==> config.mk <==
export PLATFORM = sky130hd
export DESIGN_NAME = fxm_fifo
export DESIGN_NICKNAME = d
export VERILOG_FILES = /design/src/sv/fxm_pkg.sv /design/src/sv/fxm_fifo.sv
export SDC_FILE = /design/constraint.sdc
export NUM_CORES = 1
export LEC_CHECK = 0
export BUFFER_PORTS_ARGS = -buffer_cell sky130_fd_sc_hd__buf_2
export CORE_UTILIZATION = 45
export CTS_CLUSTER_DIAMETER = 100
export DETAILED_ROUTE_END_ITERATION = 8
export PLACE_DENSITY_LB_ADDON = 0.12
export RECOVER_POWER = 25
export SYNTH_ARGS = -nofsm -noshare
export SYNTH_HDL_FRONTEND = slang
export SYNTH_SLANG_ARGS = --single-unit
==> constraint.sdc <==
create_clock -name clk -period 5.6 [get_ports clk]
set_input_delay 0.56 -clock clk [delete_from_list [all_inputs] [get_ports clk]]
set_output_delay 0.56 -clock clk [all_outputs]
set_load 0.02 [all_outputs]
==> src/sv/fxm_pkg.sv <==
// ----------------------------------------------------------------------------
// Field-oriented X-drive mixer package
// Shared widths, constants, payload types and the speed shaping function.
// ----------------------------------------------------------------------------
package fxm_pkg;

    // Number formats
    localparam int SPEED_FRAC_BITS = 14;
    localparam int ANGLE_BITS      = 16;
    localparam int SPEED_W         = 16;
    localparam int DZ_W            = 15;
    localparam int TRIG_W          = 18;
    localparam int TRIG_FRAC       = 15;
    localparam int PROD_W          = 34;
    localparam int WHEEL_W         = 37;
    localparam int MV_W            = 15;
    localparam int QUO_BITS        = 14;
    localparam int NUM_W           = 52;
    localparam int LANES           = 4;

    // Queue between the front and the back
    localparam int FIFO_DEPTH = 4;
    localparam int PTR_W      = 2;

    // Sine polynomial coefficients
    localparam logic [15:0] SIN_A = 16'd51472;
    localparam logic [14:0] SIN_B = 15'd21024;
    localparam logic [11:0] SIN_C = 12'd2320;

    localparam logic [ANGLE_BITS-1:0] QUARTER_TURN = ANGLE_BITS'(1) << (ANGLE_BITS - 2);
    localparam logic [13:0] FULL_SCALE_MV = 14'd12000;
    localparam logic signed [TRIG_W-1:0] SPEED_ONE = TRIG_W'(1) << SPEED_FRAC_BITS;
    localparam logic [WHEEL_W-1:0] WHEEL_ONE =
        WHEEL_W'(1) << (SPEED_FRAC_BITS + TRIG_FRAC);

    typedef logic signed [SPEED_W-1:0] speed_t;
    typedef logic signed [TRIG_W-1:0]  trig_t;
    typedef logic signed [PROD_W-1:0]  prod_t;
    typedef logic signed [WHEEL_W-1:0] wheel_t;
    typedef logic        [ANGLE_BITS-1:0] angle_t;

    // Four wheel values handed from the front to the back
    typedef struct packed {
        wheel_t fl;
        wheel_t fr;
        wheel_t bl;
        wheel_t br;
    } mix_t;

    // Speed-side data carried alongside the trig pipeline
    typedef struct packed {
        logic   cmd;
        speed_t x;
        speed_t y;
        speed_t mag;
        speed_t rot;
    } side_t;

    // Sign-extends a speed to the trig width.
    function automatic trig_t sext_speed(speed_t v);
        return {{(TRIG_W - SPEED_W){v[SPEED_W-1]}}, v};
    endfunction

    // Clamps to plus or minus one, then zeroes values inside the deadband.
    function automatic speed_t shape(trig_t v, logic [DZ_W-1:0] dz);
        trig_t             c;
        logic [TRIG_W-1:0] m;
        speed_t            r;
        if (v > SPEED_ONE) begin
            c = SPEED_ONE;
        end else if (v < -SPEED_ONE) begin
            c = -SPEED_ONE;
        end else begin
            c = v;
        end
        m = c[TRIG_W-1] ? TRIG_W'(-c) : TRIG_W'(c);
        if (m <= TRIG_W'(dz)) begin
            r = '0;
        end else begin
            r = c[SPEED_W-1:0];
        end
        return r;
    endfunction

endpackage

==> src/sv/fxm_fifo.sv <==
// ----------------------------------------------------------------------------
// Mixer queue
// Short first-in first-out queue of wheel values between front and back.
// ----------------------------------------------------------------------------
module fxm_fifo (
    input  logic          clk,
    input  logic          rst_n,
    input  logic          push,
    input  fxm_pkg::mix_t data_in,
    output logic          full,
    input  logic          pop,
    output logic          avail,
    output fxm_pkg::mix_t data_out
);
    import fxm_pkg::*;

    mix_t             mem [FIFO_DEPTH];
    logic [PTR_W-1:0] wr_ptr_reg, rd_ptr_reg;
    logic [PTR_W:0]   count_reg, count_next;

    assign full     = (count_reg == (PTR_W+1)'(FIFO_DEPTH));
    assign avail    = (count_reg != '0);
    assign data_out = mem[rd_ptr_reg];

    // Occupancy
    always_comb
    begin
        count_next = count_reg;
        if (push && !pop)
        begin
            count_next = count_reg + 1'b1;
        end
        else if (pop && !push)
        begin
            count_next = count_reg - 1'b1;
        end
    end

    always_ff @(posedge clk or negedge rst_n)
    begin
        if (!rst_n)
        begin
            wr_ptr_reg <= '0;
            rd_ptr_reg <= '0;
            count_reg  <= '0;
        end
        else
        begin
            if (push)
            begin
                wr_ptr_reg <= wr_ptr_reg + 1'b1;
            end
            if (pop)
            begin
                rd_ptr_reg <= rd_ptr_reg + 1'b1;
            end
            count_reg <= count_next;
        end
    end

    // Storage
    always_ff @(posedge clk)
    begin
        if (push)
        begin
            mem[wr_ptr_reg] <= data_in;
        end
    end

endmodule

; ---- Word-level counts from Yosys, hierarchy flattened
; Memory sizes are Yosys's and may differ from the RTL's.
; Cells that the tools add are included.
[word_totals]
mem_bits_ro = 0
output_inout_bits = 150
word_cells = 19
ram_bits = 592
inputBits = 152
latch_bits = 0
regBits = 7
memories = 1
[memory_table]
columns = name, words, word_bits, rd, rd_clocked_by_memory_dff, write_ports, line_no
row1 = mem, 4, 148, 1, 0, 1, fxm_fifo.sv:17  ; mix_t mem [FIFO_DEPTH];
[classes]
reduce_logical = 6
magnitude_cmp = 0
n_addsub = 4
n_bitwise = 0
eq_ne = 1
div_mod_pow = 0
n_mul = 0
muxes = 4
shift = 0
[ops]
columns = operator, n
row1 = two-way mux 3 bit, 2
row2 = adder 2 x 1 -> 2 bit (second input constant), 2
row3 = adder 3 x 1 -> 3 bit (second input constant), 1
row4 = equality test 3 bit (second input constant), 1
row5 = nonzero test 3 bit, 1
row6 = subtractor 3 x 1 -> 3 bit (second input constant), 1
row7 = logical AND 1 bit, 2
row8 = logical NOT 1 bit, 2
row9 = two-way mux 1 bit, 2
row10 = nonzero test 2 bit, 1

; ---- Longest topological paths before layout
[logic_depth]
depth_word = 4
depth_mapped = 7
mapped_depth_nobuf = 7

; ---- Worst setup path after synthesis
; OpenSTA, ideal clock, no wires.
[synth_path]
kind = register to register
start = register wr_ptr_reg[0]
end = memory mem[2][0] in the netlist's numbering (enable)
setup_time_ns = 0.525
arrival_ns = 4.001
period_less_slack_ns = 4.526
stages_incl_launch_ff = 4
setup_slack_ns = 1.074
n_path_buf = 0
t_required_ns = 5.075
path_cell_list = dfrtp_1 > inv_1 > ha_1 > and2_1
[synth_lines]
columns = element, line_no
row1 = "start, declared", fxm_fifo.sv:18  ; logic [PTR_W-1:0] wr_ptr_reg, rd_ptr_reg;
row2 = "start signal, assigned", fxm_fifo.sv:51  ; wr_ptr_reg <= wr_ptr_reg + 1'b1;
row3 = "end, declared", fxm_fifo.sv:17
; Straight into the memory's write port.

==> results.cfg <==
[place]
pre_cts_ws_ns = 2.56
postPlaceCellArea_um2 = 24000
place_hpwl_mm = 24.8
port_buffers = 301
gp_congestion = 0.711
dp_cells = 1704

[critical_path]
endpoint_kind = output pin
worstPathCellList = buf_12 > mux4_2 > buf_2
r2r_slack_ns = 3.19
max_stage_delay_ns = 1.06
crit_path_max_fanout = 57
arrival_ns = 2.99
crit_required_ns = 5.04
critical_path_class = reg2out
r2r_cells = 4
crit_slowest_cell = dfrtp_4
cp-start-kind = flop

[routing]
vias_per_cell = 5.25
drtAntennaViolNets = 0
drt_iter0_markers = 563
firstDrtPassIters = 4
num_vias = 9556
post-route-drc-count = 0
dr_wl_met2_mm = 19.9
routedWlPerCell_um = 23.2
wirelength_mm = 42.3
maxUsedRoutingLayer = met5
dr_wl_met3_mm = 3.25
met1_length_mm = 18.0

[cts]
clock_latency_ns = 0.60
clock_sinks = 599
cts_tree = built
htreeDepth = 2
cts_resized = 0
clk_pin_slew_worst_paths_ns = 0.06
clockBufferDepth = 3
clockRootBuffer = clkbuf_16
cts_buffers = 60

[global_routing]
grt_first_pass_wirelength_mm = 63.5
gr-total-overflow = 0
grt_antenna_before_repair = 10
grt_max_degree = 79
grt_pass1_vias = 10200
track_usage_pct = 17.4

[timing]
final.setup.worst_slack_ns = 2.05
hold_slack_ns = 0.170
achievable-frequency_mhz = 282
finalSetupViolCount = 0
relSlewSlack_pct = 36.0
period_share_pct = 63.4
hold_viol = 0
rsz0062_at_grt = false
fin_skew_ns = 0.00675
finalMaxSlewViolations = 0
min_period_ns = 3.55
worstMarginPinSlew_ns = 0.960
setup_tns_ns = 0

[layout]
fin_area_um2 = 25800
fin_util_pct = 54.1
final_common_cell = edfxtp_1
drive_above_1_share_pct = 37.6
final_cell_mix = edfxtp_1, buf_2, mux4_2
nNetsFinal = 1310
area_delta_synth_final_pct = 18.6
largest_reg_flops = 592
instances_no_fill = 1820

[power_and_ir_drop]
report.power.total_mw = 14.4
ir_worst_vdd_mv = 0.304
powerDensity_nw_per_um2 = 557
leakage_nw = 8.52

[logic_synthesis]
ys_warn_count = 0
syn-instance-count = 808
synth-edff-count = 592
ys_seq_area_share_pct = 82.6
syn_avg_cell_area_um2 = 26.9
syn_nets = 966
netlist-cell-type-count = 19
async_flop_share_pct = 1.17
synth-seq-cells = 599
synth.cell_area_um2 = 21700
synth_top_flop_cell = edfxtp_1

[worst_hold_path]
hold_depth = 1
hp-class = in2reg

[floorplan]
rows = 80
num_io_pins = 302
initial_core_util_pct = 45.6
die_x_um = 222
dieArea_um2 = 49200
core_um2 = 47600
chipHeight_um = 222

[outcome]
status = finished, final reports clean

[flow_run]
maxCapViolations = 0
[cell type report]
class                   instances  area, um2
clock buffers                  76       1580
repair buffers                316       1570
multi-input cells             171       3540
clock inverters                32        315
diodes                          7       17.5
flip-flops and latches        599      18000
well taps                     615        769
inverters                       4       15.0
fillers                      3709      21900
[synthesized netlist by cell type (2+ instances only)]
master	count	area share (%)
and2_1	4	0.12
mux4_2	148	15
buf_2	18	0.41
clkbuf_1	4	0.069
buf_6	11	0.57
ha_1	5	0.29
nand2_1	2	0.035
xnor2_1	2	0.081
edfxtp_1	592	82
dfrtp_1	7	0.81
xor2_1	4	0.16
inv_1	4	0.069
[report_power, final]
part / internal (mW) / leakage (nW) / switching [mW]
logic: 1.71 / 2.08 / 2.56
registers: 5.86 / 5.52 / 0.343
clock network: 2.30 / 0.920 / 1.58
[worst max-delay path, delay by kind of cell, from the launching register on]
family / cells / cell delay [ns]
buf+inv: 2 / 0.64
flops: 1 / 1.06
mux: 1 / 0.59
[cell families (layout without fill, tap and decap cells)]
| kind of cell | count (synthesis) | in the layout | synth area share [%] |
|---|---|---|---|
| and+or+nand+nor | 9 | 9 | 0.230 |
| buffers and inverters | 38 | 428 | 1.16 |
| other | 0 | 7 | 0 |
| DFF | 599 | 599 | 82.6 |
| xor gates and xnor gates | 6 | 6 | 0.242 |
| AOI/OAI and AO/OA | 1 | 1 | 0.0230 |
| adders and majority gates | 6 | 6 | 0.380 |
| muxes | 149 | 149 | 15.4 |
[path summary, 6_finish.rpt]
path,start,to
setup / recovery,rd_ptr_reg[0]$_DFFE_PN0P_,data_out[87]
hold / removal,data_in[131],mem[3][131]$_DFFE_PP_
setup reg to reg,wr_ptr_reg[1]$_DFFE_PN0P_,mem[1][92]$_DFFE_PP_
hold reg to reg,count_reg[2]$_DFFE_PN0P_,count_reg[2]$_DFFE_PN0P_
max in group asynchronous,rst_n,rd_ptr_reg[1]$_DFFE_PN0P_
min in group asynchronous,rst_n,count_reg[2]$_DFFE_PN0P_
[repair_timing]
action                                  4_1_cts  5_1_grt
setup buffers                                 0        0
hold buffers                                  1        0
endpoints found under the setup margin        0        0
endpoints found under the hold margin         7        0
[per-layer routing]
layer	global-route usage [%]	vias to the layer above
met5	0	-
met4	6.29	10
met3	5.55	73
met2	26.7	261
met1	23.5	5016
li1	-	4196
No activity file was read; power rests on OpenSTA's default activity.
